===== config.mk =====
export PLATFORM = sky130hd
export DESIGN_NAME = adaptive_poll_burst_controller
export DESIGN_NICKNAME = d
export VERILOG_FILES = /design/src/hw/rtl/apbc_pkg.sv /design/src/hw/rtl/adaptive_poll_burst_controller.sv /design/src/hw/rtl/apbc_cfg.sv /design/src/hw/rtl/apbc_core.sv
export SDC_FILE = /design/constraint.sdc
export NUM_CORES = 2
export LEC_CHECK = 0
export BUFFER_PORTS_ARGS = -buffer_cell sky130_fd_sc_hd__buf_2
export CELL_PAD_IN_SITES_DETAIL_PLACEMENT = 1
export CELL_PAD_IN_SITES_GLOBAL_PLACEMENT = 1
export CORE_UTILIZATION = 45
export CTS_CLUSTER_SIZE = 25
export DETAILED_ROUTE_END_ITERATION = 7
export HOLD_SLACK_MARGIN = 0.02
export PLACE_DENSITY = 0.89
export SLEW_MARGIN = 20
export SYNTH_ARGS = -nofsm -noshare
export SYNTH_HDL_FRONTEND = slang
export SYNTH_SLANG_ARGS = --single-unit
export TNS_END_PERCENT = 100

===== constraint.sdc =====
create_clock -name clk_i -period 9.1 [get_ports clk_i]
set_input_delay 1.365 -clock clk_i [delete_from_list [all_inputs] [get_ports clk_i]]
set_output_delay 1.365 -clock clk_i [all_outputs]
set_load 0.03 [all_outputs]

===== src/hw/rtl/apbc_pkg.sv =====
`timescale 1ns / 1ps

package apbc_pkg;

  // Limits and scales of the controller
  localparam int unsigned StallLimit = 100;
  localparam int unsigned LoadScale  = 10000;
  localparam int unsigned CutShift   = 3;      // burst cut by one eighth
  localparam int unsigned CeilMin    = 10;
  localparam int unsigned CeilMax    = 1000;
  localparam int unsigned RateMax    = 30000;
  localparam int unsigned PctMax     = 100;

  // Field widths
  localparam int unsigned BurstW   = 10;
  localparam int unsigned ShareW   = 7;
  localparam int unsigned PeriodW  = 15;
  localparam int unsigned CountW   = 16;
  localparam int unsigned PendW    = 7;
  localparam int unsigned PhaseW   = 3;
  localparam int unsigned CntW     = 32;
  localparam int unsigned ElapsedW = 20;
  localparam int unsigned ProdW    = ElapsedW + PeriodW;
  localparam int unsigned LimW     = 21;
  localparam int unsigned CfgIdxW  = 3;
  localparam int unsigned CfgDataW = 15;

  // Register reset values
  localparam logic [BurstW-1:0]  CeilRst   = 10'd150;
  localparam logic [BurstW-1:0]  ChunkRst  = 10'd5;
  localparam logic [ShareW-1:0]  ShareRst  = 7'd50;
  localparam logic [PeriodW-1:0] PeriodRst = 15'd20;
  localparam logic [PeriodW-1:0] RateRst   = 15'd2000;
  localparam logic [BurstW-1:0]  BurstRst  = 10'd5;

  // Configuration register indexes
  typedef enum logic [CfgIdxW-1:0] {
    CFG_CEILING = 3'd0,
    CFG_CHUNK   = 3'd1,
    CFG_SHARE   = 3'd2,
    CFG_PERIOD  = 3'd3,
    CFG_RATE    = 3'd4,
    CFG_ENABLE  = 3'd5
  } cfg_idx_e;

  // Event kinds carried in tuser
  typedef enum logic [1:0] {
    EV_TICK      = 2'd0,
    EV_POLL_RUN  = 2'd1,
    EV_POLL_DONE = 2'd2
  } ev_kind_e;

  // Controller phases
  typedef enum logic [PhaseW-1:0] {
    PH_IDLE    = 3'd0,
    PH_TICKED  = 3'd2,
    PH_RUNNING = 3'd4,
    PH_DONE    = 3'd5,
    PH_REPOLL  = 3'd6
  } phase_e;

  // Effective configuration seen by the core
  typedef struct packed {
    logic [BurstW-1:0]  ceil_eff;
    logic [BurstW-1:0]  chunk_eff;
    logic [LimW-1:0]    load_lim;   // product at or above this means overload
    logic [PeriodW-1:0] period;
    logic [PeriodW-1:0] rate;
    logic               enable;
  } cfg_t;

  // One result beat
  typedef struct packed {
    logic              start_poll;
    logic [BurstW-1:0] poll_count;
    logic              check_status;
    logic              release_all;
    logic [BurstW-1:0] burst_now;
    logic [PhaseW-1:0] phase_now;
    logic [CntW-1:0]   lost_ticks;
    logic [CntW-1:0]   stall_count;
    logic [CntW-1:0]   suspect_count;
  } res_t;

  // Smallest elapsed*rate product whose load (product / LoadScale) exceeds
  // the share left to polling.
  function automatic logic [LimW-1:0] load_limit(input logic [ShareW-1:0] share);
    logic [ShareW-1:0] s;
    logic [ShareW-1:0] left;
    begin
      s    = (share > ShareW'(PctMax)) ? ShareW'(PctMax) : share;
      left = ShareW'(PctMax + 1) - s;
      load_limit = LimW'(left) * LimW'(LoadScale);
    end
  endfunction

endpackage


===== src/hw/rtl/adaptive_poll_burst_controller.sv =====
`timescale 1ns / 1ps

// Adaptive poll-burst controller.
// Input channel s_axis: one beat per event. tuser holds the event kind
// (tick, poll run, poll done); tdata holds elapsed_us and have_devices.
// Output channel m_axis: exactly one result beat per input beat, in order,
// carrying the poll request, the chunk to hand out, status and release
// flags, the burst, the phase and the three event counters.
// Configuration: cfg_we_i writes cfg_data_i into register cfg_idx_i
// (ceiling, chunk, user share, status period, poll rate, enable) at the
// clock edge; write only while no event is in flight.
// An accepted beat is registered in the input register, is processed by
// the core and lands in the output register once that register is free.
// Throughput is one event per cycle while m_axis_tready stays high;
// the elapsed*rate product is formed on the way into the input register
// and the core computes the state update combinationally.
// Reset (rst_ni low) restores the register defaults and clears the core state and both valid flags.
// When m_axis_tready is low the output register holds its beat, one more
// event may wait in the input register, then s_axis_tready drops.
module adaptive_poll_burst_controller (
  input  logic                          clk_i,
  input  logic                          rst_ni,

  input  logic                          s_axis_tvalid,
  output logic                          s_axis_tready,
  input  logic [23:0]                   s_axis_tdata,  // elapsed_us[19:0], have_devices[20], zero
  input  logic [1:0]                    s_axis_tuser,  // mode[1:0]

  output logic                          m_axis_tvalid,
  input  logic                          m_axis_tready,
  output logic [127:0]                  m_axis_tdata,  // start_poll[0], poll_count[10:1],
                                                       // check_status[11], release_all[12],
                                                       // burst_now[22:13], phase_now[25:23],
                                                       // lost_ticks[57:26], stall_count[89:58],
                                                       // suspect_count[121:90], zero

  input  logic                          cfg_we_i,
  input  logic [apbc_pkg::CfgIdxW-1:0]  cfg_idx_i,
  input  logic [apbc_pkg::CfgDataW-1:0] cfg_data_i
);

  apbc_pkg::cfg_t cfg;
  apbc_pkg::res_t res, out_q;

  logic                        in_valid_q, out_valid_q;
  logic [1:0]                  in_mode_q;
  logic                        in_have_q;
  logic [apbc_pkg::ProdW-1:0]  in_prod_q;
  logic                        out_ready, advance, s_accept;

  apbc_cfg u_cfg (
    .clk_i      (clk_i),
    .rst_ni     (rst_ni),
    .cfg_we_i   (cfg_we_i),
    .cfg_idx_i  (cfg_idx_i),
    .cfg_data_i (cfg_data_i),
    .cfg_o      (cfg)
  );

  // Handshake: output register frees when empty or taken
  assign out_ready     = !out_valid_q || m_axis_tready;
  assign advance       = in_valid_q && out_ready;
  assign s_axis_tready = !in_valid_q || out_ready;
  assign s_accept      = s_axis_tvalid && s_axis_tready;

  // Input register with the load product
  always_ff @(posedge clk_i or negedge rst_ni) begin
    if (!rst_ni) begin
      in_valid_q <= 1'b0;
    end else if (s_accept) begin
      in_valid_q <= 1'b1;
    end else if (advance) begin
      in_valid_q <= 1'b0;
    end
  end

  always_ff @(posedge clk_i) begin
    if (s_accept) begin
      in_mode_q <= s_axis_tuser;
      in_have_q <= s_axis_tdata[apbc_pkg::ElapsedW];
      in_prod_q <= apbc_pkg::ProdW'(s_axis_tdata[apbc_pkg::ElapsedW-1:0])
                 * apbc_pkg::ProdW'(cfg.rate);
    end
  end

  apbc_core u_core (
    .clk_i     (clk_i),
    .rst_ni    (rst_ni),
    .advance_i (advance),
    .mode_i    (in_mode_q),
    .have_i    (in_have_q),
    .prod_i    (in_prod_q),
    .cfg_i     (cfg),
    .res_o     (res)
  );

  // Output register
  always_ff @(posedge clk_i or negedge rst_ni) begin
    if (!rst_ni) begin
      out_valid_q <= 1'b0;
    end else if (advance) begin
      out_valid_q <= 1'b1;
    end else if (m_axis_tready) begin
      out_valid_q <= 1'b0;
    end
  end

  always_ff @(posedge clk_i) begin
    if (advance) out_q <= res;
  end

  assign m_axis_tvalid = out_valid_q;
  assign m_axis_tdata  = {6'd0,
                          out_q.suspect_count,
                          out_q.stall_count,
                          out_q.lost_ticks,
                          out_q.phase_now,
                          out_q.burst_now,
                          out_q.release_all,
                          out_q.check_status,
                          out_q.poll_count,
                          out_q.start_poll};

  a_one_result: assert property (@(posedge clk_i) disable iff (!rst_ni)
    advance |=> out_valid_q) else $error("committed event left no result");
  a_hold_input: assert property (@(posedge clk_i) disable iff (!rst_ni)
    (in_valid_q && !out_ready) |=> in_valid_q && $stable(in_prod_q))
    else $error("held event lost while output stalled");

endmodule


===== src/hw/rtl/apbc_cfg.sv =====
`timescale 1ns / 1ps

module apbc_cfg (
  input  logic                           clk_i,
  input  logic                           rst_ni,
  input  logic                           cfg_we_i,
  input  logic [apbc_pkg::CfgIdxW-1:0]   cfg_idx_i,
  input  logic [apbc_pkg::CfgDataW-1:0]  cfg_data_i,
  output apbc_pkg::cfg_t                 cfg_o
);

  logic [apbc_pkg::BurstW-1:0]  ceil_q, chunk_q;
  logic [apbc_pkg::ShareW-1:0]  share_q;
  logic [apbc_pkg::PeriodW-1:0] period_q, rate_q;
  logic                         enable_q;

  logic [apbc_pkg::PeriodW-1:0] wr_val, period_wr, rate_wr;
  logic [apbc_pkg::BurstW-1:0]  ceil_eff;

  // Saturate incoming period and rate values
  always_comb begin
    wr_val    = cfg_data_i[apbc_pkg::PeriodW-1:0];
    period_wr = (wr_val > rate_q) ? rate_q : wr_val;
    if (period_wr == '0) period_wr = apbc_pkg::PeriodW'(1);
    rate_wr = wr_val;
    if (rate_wr == '0) rate_wr = apbc_pkg::PeriodW'(1);
    if (rate_wr > apbc_pkg::PeriodW'(apbc_pkg::RateMax))
      rate_wr = apbc_pkg::PeriodW'(apbc_pkg::RateMax);
  end

  // Register writes
  always_ff @(posedge clk_i or negedge rst_ni) begin
    if (!rst_ni) begin
      ceil_q   <= apbc_pkg::CeilRst;
      chunk_q  <= apbc_pkg::ChunkRst;
      share_q  <= apbc_pkg::ShareRst;
      period_q <= apbc_pkg::PeriodRst;
      rate_q   <= apbc_pkg::RateRst;
      enable_q <= 1'b1;
    end else if (cfg_we_i) begin
      case (cfg_idx_i)
        apbc_pkg::CFG_CEILING: ceil_q   <= cfg_data_i[apbc_pkg::BurstW-1:0];
        apbc_pkg::CFG_CHUNK:   chunk_q  <= cfg_data_i[apbc_pkg::BurstW-1:0];
        apbc_pkg::CFG_SHARE:   share_q  <= cfg_data_i[apbc_pkg::ShareW-1:0];
        apbc_pkg::CFG_PERIOD:  period_q <= period_wr;
        apbc_pkg::CFG_RATE: begin
          rate_q <= rate_wr;
          if (period_q > rate_wr) period_q <= rate_wr;
        end
        apbc_pkg::CFG_ENABLE:  enable_q <= cfg_data_i[0];
        default: ;
      endcase
    end
  end

  // Clamp ceiling and chunk, derive the overload threshold
  always_comb begin
    ceil_eff = ceil_q;
    if (ceil_q < apbc_pkg::BurstW'(apbc_pkg::CeilMin))
      ceil_eff = apbc_pkg::BurstW'(apbc_pkg::CeilMin);
    else if (ceil_q > apbc_pkg::BurstW'(apbc_pkg::CeilMax))
      ceil_eff = apbc_pkg::BurstW'(apbc_pkg::CeilMax);

    cfg_o.ceil_eff = ceil_eff;
    if (chunk_q == '0)         cfg_o.chunk_eff = apbc_pkg::BurstW'(1);
    else if (chunk_q > ceil_eff) cfg_o.chunk_eff = ceil_eff;
    else                       cfg_o.chunk_eff = chunk_q;
    cfg_o.load_lim = apbc_pkg::load_limit(share_q);
    cfg_o.period   = period_q;
    cfg_o.rate     = rate_q;
    cfg_o.enable   = enable_q;
  end

  a_period_nonzero: assert property (@(posedge clk_i) disable iff (!rst_ni)
    period_q != '0) else $error("status period is zero");
  a_period_le_rate: assert property (@(posedge clk_i) disable iff (!rst_ni)
    period_q <= rate_q) else $error("status period above poll rate");
  a_rate_range: assert property (@(posedge clk_i) disable iff (!rst_ni)
    rate_q != '0 && rate_q <= apbc_pkg::PeriodW'(apbc_pkg::RateMax))
    else $error("poll rate out of range");

endmodule


===== src/hw/rtl/apbc_core.sv =====
`timescale 1ns / 1ps

module apbc_core (
  input  logic                         clk_i,
  input  logic                         rst_ni,
  input  logic                         advance_i,   // commit the held event
  input  logic [1:0]                   mode_i,
  input  logic                         have_i,
  input  logic [apbc_pkg::ProdW-1:0]   prod_i,      // elapsed_us * poll_rate
  input  apbc_pkg::cfg_t               cfg_i,
  output apbc_pkg::res_t               res_o
);

  logic [apbc_pkg::BurstW-1:0] burst_q, burst_d;
  logic [apbc_pkg::BurstW-1:0] resid_q, resid_d;
  logic [apbc_pkg::CountW-1:0] cd_q, cd_d, cd_eff;
  logic [apbc_pkg::PendW-1:0]  pend_q, pend_d;
  apbc_pkg::phase_e            phase_q, phase_d;
  logic                        queued_q, queued_d;
  logic [apbc_pkg::CntW-1:0]   lost_q, lost_d, stall_q, stall_d, susp_q, susp_d;

  logic                        start, check, release_s, status;
  logic [apbc_pkg::BurstW-1:0] count, res_base, cyc, b1;
  logic [apbc_pkg::CountW-1:0] period_w;

  // Pull the countdown under a freshly lowered status period
  assign period_w = apbc_pkg::CountW'(cfg_i.period);
  assign cd_eff   = (cd_q > period_w) ? period_w - apbc_pkg::CountW'(1) : cd_q;

  // Event update
  always_comb begin
    burst_d   = burst_q;
    resid_d   = resid_q;
    cd_d      = cd_eff;
    pend_d    = pend_q;
    phase_d   = phase_q;
    queued_d  = queued_q;
    lost_d    = lost_q;
    stall_d   = stall_q;
    susp_d    = susp_q;
    start     = 1'b0;
    count     = '0;
    check     = 1'b0;
    release_s = 1'b0;
    status    = 1'b0;
    res_base  = resid_q;
    cyc       = '0;
    b1        = burst_q;

    case (mode_i)
      apbc_pkg::EV_TICK: begin
        if (have_i) begin
          if (pend_d > apbc_pkg::PendW'(apbc_pkg::StallLimit)) begin
            stall_d = stall_q + 1'b1;
            pend_d  = '0;
            phase_d = apbc_pkg::PH_IDLE;
          end
          if (phase_d inside {apbc_pkg::PH_IDLE, apbc_pkg::PH_TICKED}) begin
            if (phase_d != apbc_pkg::PH_IDLE) susp_d = susp_q + 1'b1;
            start    = !queued_q;
            queued_d = 1'b1;
            phase_d  = apbc_pkg::PH_TICKED;
          end
          if (pend_d != '0) lost_d = lost_q + 1'b1;
          pend_d = pend_d + 1'b1;
        end
      end

      apbc_pkg::EV_POLL_RUN: begin
        queued_d = 1'b0;
        // Load a fresh budget at the first run of a tick
        if (resid_q == '0) begin
          if (cd_eff == '0) begin
            status = 1'b1;
            cd_d   = period_w - apbc_pkg::CountW'(1);
          end else begin
            cd_d = cd_eff - apbc_pkg::CountW'(1);
          end
          res_base = burst_q;
        end
        cyc     = (res_base < cfg_i.chunk_eff) ? res_base : cfg_i.chunk_eff;
        resid_d = res_base - cyc;
        if (cfg_i.enable) begin
          count = cyc;
          check = status;
        end else begin
          release_s = 1'b1;
          resid_d   = '0;
        end
        phase_d = apbc_pkg::PH_RUNNING;
      end

      apbc_pkg::EV_POLL_DONE: begin
        phase_d = apbc_pkg::PH_DONE;
        if (resid_q != '0) begin
          start    = !queued_q;
          queued_d = 1'b1;
        end else begin
          // Step the burst against the measured load
          if (prod_i >= apbc_pkg::ProdW'(cfg_i.load_lim)) begin
            if (burst_q > apbc_pkg::BurstW'(1)) b1 = burst_q - 1'b1;
          end else begin
            if (burst_q < cfg_i.ceil_eff) b1 = burst_q + 1'b1;
          end
          burst_d = b1;
          if (pend_q != '0) pend_d = pend_q - 1'b1;
          if (pend_d == '0) begin
            phase_d = apbc_pkg::PH_IDLE;
          end else begin
            // Missed ticks: cut the burst and poll again
            burst_d  = b1 - (b1 >> apbc_pkg::CutShift);
            start    = !queued_q;
            queued_d = 1'b1;
            phase_d  = apbc_pkg::PH_REPOLL;
          end
        end
      end

      default: ;
    endcase
  end

  // Commit state on advance; otherwise only the countdown follows the period
  always_ff @(posedge clk_i or negedge rst_ni) begin
    if (!rst_ni) begin
      burst_q  <= apbc_pkg::BurstRst;
      resid_q  <= '0;
      cd_q     <= '0;
      pend_q   <= '0;
      phase_q  <= apbc_pkg::PH_IDLE;
      queued_q <= 1'b0;
      lost_q   <= '0;
      stall_q  <= '0;
      susp_q   <= '0;
    end else if (advance_i) begin
      burst_q  <= burst_d;
      resid_q  <= resid_d;
      cd_q     <= cd_d;
      pend_q   <= pend_d;
      phase_q  <= phase_d;
      queued_q <= queued_d;
      lost_q   <= lost_d;
      stall_q  <= stall_d;
      susp_q   <= susp_d;
    end else begin
      cd_q <= cd_eff;
    end
  end

  assign res_o.start_poll    = start;
  assign res_o.poll_count    = count;
  assign res_o.check_status  = check;
  assign res_o.release_all   = release_s;
  assign res_o.burst_now     = burst_d;
  assign res_o.phase_now     = phase_d;
  assign res_o.lost_ticks    = lost_d;
  assign res_o.stall_count   = stall_d;
  assign res_o.suspect_count = susp_d;

  a_burst_range: assert property (@(posedge clk_i) disable iff (!rst_ni)
    burst_q != '0 && burst_q <= apbc_pkg::BurstW'(apbc_pkg::CeilMax))
    else $error("burst out of range");
  a_pend_bound: assert property (@(posedge clk_i) disable iff (!rst_ni)
    pend_q <= apbc_pkg::PendW'(apbc_pkg::StallLimit + 1))
    else $error("pending ticks beyond stall limit");
  a_queue_set: assert property (@(posedge clk_i) disable iff (!rst_ni)
    $rose(queued_q) |-> $past(advance_i && start))
    else $error("poll queued without a start request");

endmodule

Yosys cells after proc, flatten, opt, wreduce, memory -nomap -nowiden
Cells that the tools add are included.

word-level totals
  output and inout bits = 130
  word-level logic and storage cells = 177
  bits in registers = 363

cells by class
  magnitude comparators = 13
  $mul = 2
  muxes and demuxes = 71
  add/subtract/negate cells = 12
  reductions and logical operators = 37
  eq/ne operators = 13

operators by type and width
  cell                   count
  $mux 32                10
  $mux 10                16
  $add 32x1->32 const B  3
  $mux 16                5
  $mux 15                5
  $mux 7                 9
  $ge 35x21->1           1
  $mul 20x15->35         1
  $gt 15x15->1           2
  $logic_not 15->1       2
  $pmux 15 s2            1
  $mux 3                 7
  $logic_not 10->1       2
  $lt 10x10->1           2
  $mul 7x10->17 const B  1
  $gt 16x15->1           1
  $logic_not 16->1       1
  $sub 15x1->16 const B  1
  $sub 16x1->16 const B  1
  $gt 15x15->1 const B   1
  $gt 7x7->1 const B     2
  $mux 1                 14
  $pmux 7 s2             1
  $reduce_and 2->1       7
  other kinds (35)       52

Depth between registers and ports, before layout
  depth after elaboration = 12
  depth in mapped cells = 42
  depth with buffers taken out = 41

Hierarchy
A second synthesis with hierarchy kept.

second synthesis, totals
  cells, all modules = 3360
  area total of the unflattened synthesis = 32332.3 um2

modules (own cells, without submodules)
  module                          area each (um2)  cells an instance  sequential area each (um2)  instances
  adaptive_poll_burst_controller  14845.5          1301               4854.7                      1
  apbc_core                       12468.2          1508               3580.9                      1
  apbc_cfg                        5018.6           551                1473.9                      1

Worst setup path before layout
Ideal clock, no wire load.

  path kind = register -> register
  start point = register u_cfg.share_q[5] (netlist bit)
  end point = register u_core.burst_q[7] (netlist bit)
  slack = 0.464 ns
  data required time = 8.975 ns
  data arrival time = 8.511 ns
  stages on the path, launching flop included = 39
  library setup time = 0.125 ns
  cell sequence = dfstp_2 -> nand2_1 -> o21bai_1 -> nand2_1 -> inv_1 -> ha_1 -> o31ai_1 -> inv_1 -> fa_1 -> inv_1 -> fa_1 -> inv_1 -> ha_1 -> ha_1 -> ha_1 -> o21ai_0 -> a21oi_1 -> o21ai_0 -> (+3 left out) -> xor2_1 -> ha_1 -> nand2_1 -> nor4_1 -> a211o_1 -> a211o_1 -> buf_4 -> and4_1 -> a221oi_4 -> inv_1 -> ha_1 -> a21o_1 -> o31ai_2 -> o2111ai_1 -> nor3b_4 -> o31a_1 -> mux2_1 -> xor2_1

between the ends
  longest elaborated chain between the ends = 12

RTL lines
  what                    line              source
  start, declared         apbc_cfg.sv:13    logic [apbc_pkg::ShareW-1:0] share_q;
  start signal, assigned  apbc_cfg.sv:36    share_q <= apbc_pkg::ShareRst;
  start signal, assigned  apbc_cfg.sv:44    apbc_pkg::CFG_SHARE: share_q <= cfg_data_i[apbc_pkg::ShareW-1:0];
  $gt 7x7->1              apbc_pkg.sv:91    s = (share > ShareW'(PctMax)) ? ShareW'(PctMax) : share;
  $mux 7 *                apbc_pkg.sv:91
  $sub 7x7->7 *           apbc_pkg.sv:92    left = ShareW'(PctMax + 1) - s;
  $mul 7x10->17 *         apbc_pkg.sv:93    load_limit = LimW'(left) * LimW'(LoadScale);
  $ge 35x21->1 *          apbc_core.sv:100  if (prod_i >= apbc_pkg::ProdW'(cfg_i.load_lim)) begin
  $mux 10 *               apbc_core.sv:100
  $mux 10 *               apbc_core.sv:95   if (resid_q != '0) begin
  $mux 10 *               apbc_core.sv:50   case (mode_i)
  $sub 10x7->10           apbc_core.sv:111  burst_d = b1 - (b1 >> apbc_pkg::CutShift);
  $mux 10 *               apbc_core.sv:107  if (pend_d == '0) begin
  $mux 10 *               apbc_core.sv:95
  $mux 10 *               apbc_core.sv:50
  end signal, assigned    apbc_core.sv:126  burst_q <= apbc_pkg::BurstRst;
  end signal, assigned    apbc_core.sv:136  burst_q <= burst_d;
  end, declared           apbc_core.sv:14   logic [apbc_pkg::BurstW-1:0] burst_q, burst_d;

Every way passes the cells marked *; elsewhere a longest branch is shown, timed or not. The select of a mux whose other input is x is not followed.
A chain may end at the register's enable or synchronous reset.

==> flow_summary.toml <==
[synth]
avgSynthCellArea_um2 = 9.64
synth_area_leaders = "fa_1 16%, edfxtp_1 15%, dfrtp_1 15%"
synth_top_area_cell = "fa_1"
synth_edf_count = 160
synth_top_area_share_pct = 15.5
async_flop_share_pct = 55.9
ys.flop_type = "dfrtp_1"
yosysWarnings = 0
synth_cell_types = 99
netlist_area_um2 = 31200
ys_ff_latch = 363
synth_cells = 3237
yosysSeqAreaShare_pct = 31.7

[worst_setup_path]
cp_common_cell = "ha_4"
cp.arrival_ns = 9.52
startpoint_type = "flop"
critPathCaptureType = "flop"
required_ns = 9.58
critPathMaxFanout = 4
cp_slowest_cell = "dfstp_2"
cp_slowest_stage_delay_ns = 0.55
critical_path_class = "flop to flop"

[route]
vias = 27100
drc = 0
wirelength_mm = 114
drtAntennaViolNets = 0
drt_pre_antenna_iters = 5
vias_per_cell = 6.25
wl_per_cell_um = 26.3
first_iter_violations = 2577

[global_routing]
grt_max_degree = 77
grt_pass1_vias = 29700
track_usage_pct = 30.8
grt_overflow = 0
grt_pass1_wl_mm = 170
antenna_found_initial = 16

[clock_network]
clk_latency_ns = 0.63
cts_made_buffers = 41
cts_hold_buffers = 0
cts-root-buf = "clkbuf_16"
cts.path.max_buffers = 3
clock-sinks = 363
cts_tree = "yes"
cts_max_level = 2
clk_pin_slew_ns = 0.07

[layout]
register_area_um2 = 9910
fill_cells = 7636
syn2layout_area_growth_pct = 11.5
layout-drive-gt1-share_pct = 12.4
multi_input_area_um2 = 19900
nets = 3909
fin_area_um2 = 34800
finalCoreUtilization_pct = 50.8

[floorplanning]
initial_core_util_pct = 45.5
chipWidth_um = 265
core_um2 = 68600
die_area_um2 = 70400
num_rows = 96
die_h_um = 265
top_level_ports = 179

[placed_design]
dp_hpwl_mm = 70.5
placed_cell_area_um2 = 32900
portBuffers = 169
post-place-ws_ns = -0.674
gp_congestion = 0.868

[sta]
hold_viol_final = 0
max_freq_ghz = 0.111
layout_setup_ws_ns = 0.0617
finalSetupTns_ns = 0
drv_slew = 0
final.setup_skew_ns = 0.0441
finalSetupViolCount = 0
period_needed_ns = 9.04
timing.final.crit_share_pct = 99.3
slew_headroom_pct = 24.4
tightest_slew_ns = 1.13

[flow_run]
cap_violations = 0

[run_status]
status = "complete, no violations"

[hold_path]
min_path_type = "flop to flop"
-- through the flow --
step / instances / hold WS, ns
after global routing: 4340 / 0.538
after detailed placement: 4236 / 0.498
after floorplan: 3242 / 0.457
after global placement: 4236 / 0.479
after CTS: 4318 / 0.513
final: 4344 / 0.516
-- timing repair --
item                                    in CTS  in global routing
resized for setup                           27                 35
endpoints found under the setup margin      16                 16
pin swaps                                    8                 26
buffers inserted                             6                 13
-- per-layer routing --
layer / up-vias / wire length [um] / GRT usage, %
met2: 1538 / 56400 / 53.1
met1: 13700 / 40700 / 35.0
met3: 636 / 8380 / 5.90
met4: 10 / 8750 / 19.4
met5: - / 67 / 0
li1: 11200 / - / -
-- worst max-delay path: cells and delay by family, from the launching register on --
family          cells  cell delay, ns
compound gates     15            3.04
xor+xnor            1            0.20
fa+ha+maj           9            2.74
buf+inv             7            0.55
flops               1            0.55
simple gates       10            1.80
-- cell families after synthesis --
| logic type | Yosys count | share of synthesized area [%] |
|---|---|---|
| compound gates | 459 | 9.74 |
| xor+xnor | 264 | 7.43 |
| fa+ha+maj | 491 | 25.5 |
| buf+inv | 447 | 5.53 |
| flops | 363 | 31.7 |
| mux | 56 | 1.92 |
| other cells | 1 | 0.0120 |
| simple gates | 1156 | 18.1 |
-- path summary, 6_finish.rpt --
check                                       start                  to  slack, ns  cells past startpoint
min in group asynchronous                  rst_ni   u_core.stall_q[1]       0.74                      1
worst max register to register   u_cfg.share_q[5]    m_axis_tdata[19]       0.06                     42
worst min register to register  u_core.lost_q[31]   u_core.lost_q[31]       0.52                      1
worst max-delay path             u_cfg.share_q[5]    m_axis_tdata[19]       0.06                     42
max in group asynchronous                  rst_ni  u_cfg.period_q[11]       6.83                      2
worst min-delay path            u_core.lost_q[31]   u_core.lost_q[31]       0.52                      1
-- state kept, by name, indices dropped and copies added, names as in the netlist --
signal	cells
u_cfg.rate_q	15
m_axis_tvalid	1
u_core.phase_q	3
u_core.cd_q	16
u_cfg.share_q	7
in_valid_q	1
u_core.susp_q	32
u_core.pend_q	7
u_cfg.chunk_q	10
u_core.resid_q	10
in_prod_q	35
in_have_q	1
u_core.lost_q	32
u_cfg.period_q	15
u_cfg.ceil_q	10
m_axis_tdata	122
u_core.burst_q	10
u_core.stall_q	32
in_mode_q	2
u_core.queued_q	1
u_cfg.enable_q	1
-- layout make-up --
class | instances | area share, %
multi-input cells | 2432 | 57.2
inverters | 312 | 3.38
well taps | 931 | 3.35
clock buffers | 57 | 3.38
flip-flops and latches | 363 | 28.5
repair buffers | 219 | 3.60
clock inverters | 19 | 0.518
diodes | 11 | 0.0791
-- cells in the mapped netlist (41+ instances only) --
cell and instances:
clkbuf_1 116, fa_1 242, xor2_1 113, nor3_1 64
o21ai_0 112, xnor2_1 150, and3_1 41, nand3_1 96
nor2_1 198, nand4_1 54, dfrtp_1 183, inv_1 312
a21oi_1 116, edfxtp_1 160, ha_1 249, nand2_1 416
a21o_1 47, and2_1 141
-- layout by cell type (no fill, tap or decap), types with 11 or more instances in the layout --
| cell | netlist | layout |
|---|---|---|
| buf_4 | 8 | 47 |
| dfstp_2 | 20 | 20 |
| o21a_1 | 20 | 20 |
| a211oi_1 | 18 | 17 |
| diode_2 | 0 | 11 |
| nor2b_1 | 29 | 29 |
| nand2_1 | 416 | 412 |
| ha_1 | 249 | 242 |
| fa_1 | 242 | 241 |
| nor3_1 | 64 | 62 |
| a21oi_1 | 116 | 110 |
| xnor2_1 | 150 | 149 |
| nand2b_1 | 23 | 23 |
| buf_2 | 3 | 168 |
| mux2i_1 | 26 | 26 |
| clkbuf_16 | 0 | 41 |
| dfrtp_1 | 183 | 183 |
| and4_1 | 13 | 12 |
| a21o_1 | 47 | 47 |
| inv_1 | 312 | 306 |
| and3_1 | 41 | 41 |
| mux2_2 | 29 | 29 |
| nor4_1 | 26 | 24 |
| o21bai_1 | 13 | 11 |
| nor2_1 | 198 | 196 |
| a22o_1 | 12 | 11 |
| nand4_1 | 54 | 54 |
| a31oi_1 | 20 | 19 |
| and2_1 | 141 | 140 |
| xor2_1 | 113 | 112 |
| edfxtp_1 | 160 | 160 |
| nand3_1 | 96 | 96 |
| o21ai_0 | 112 | 106 |
Power is left out: the tool's default activity adds up to more than one toggle a clock period on the data nets, which glitch-free logic cannot reach.
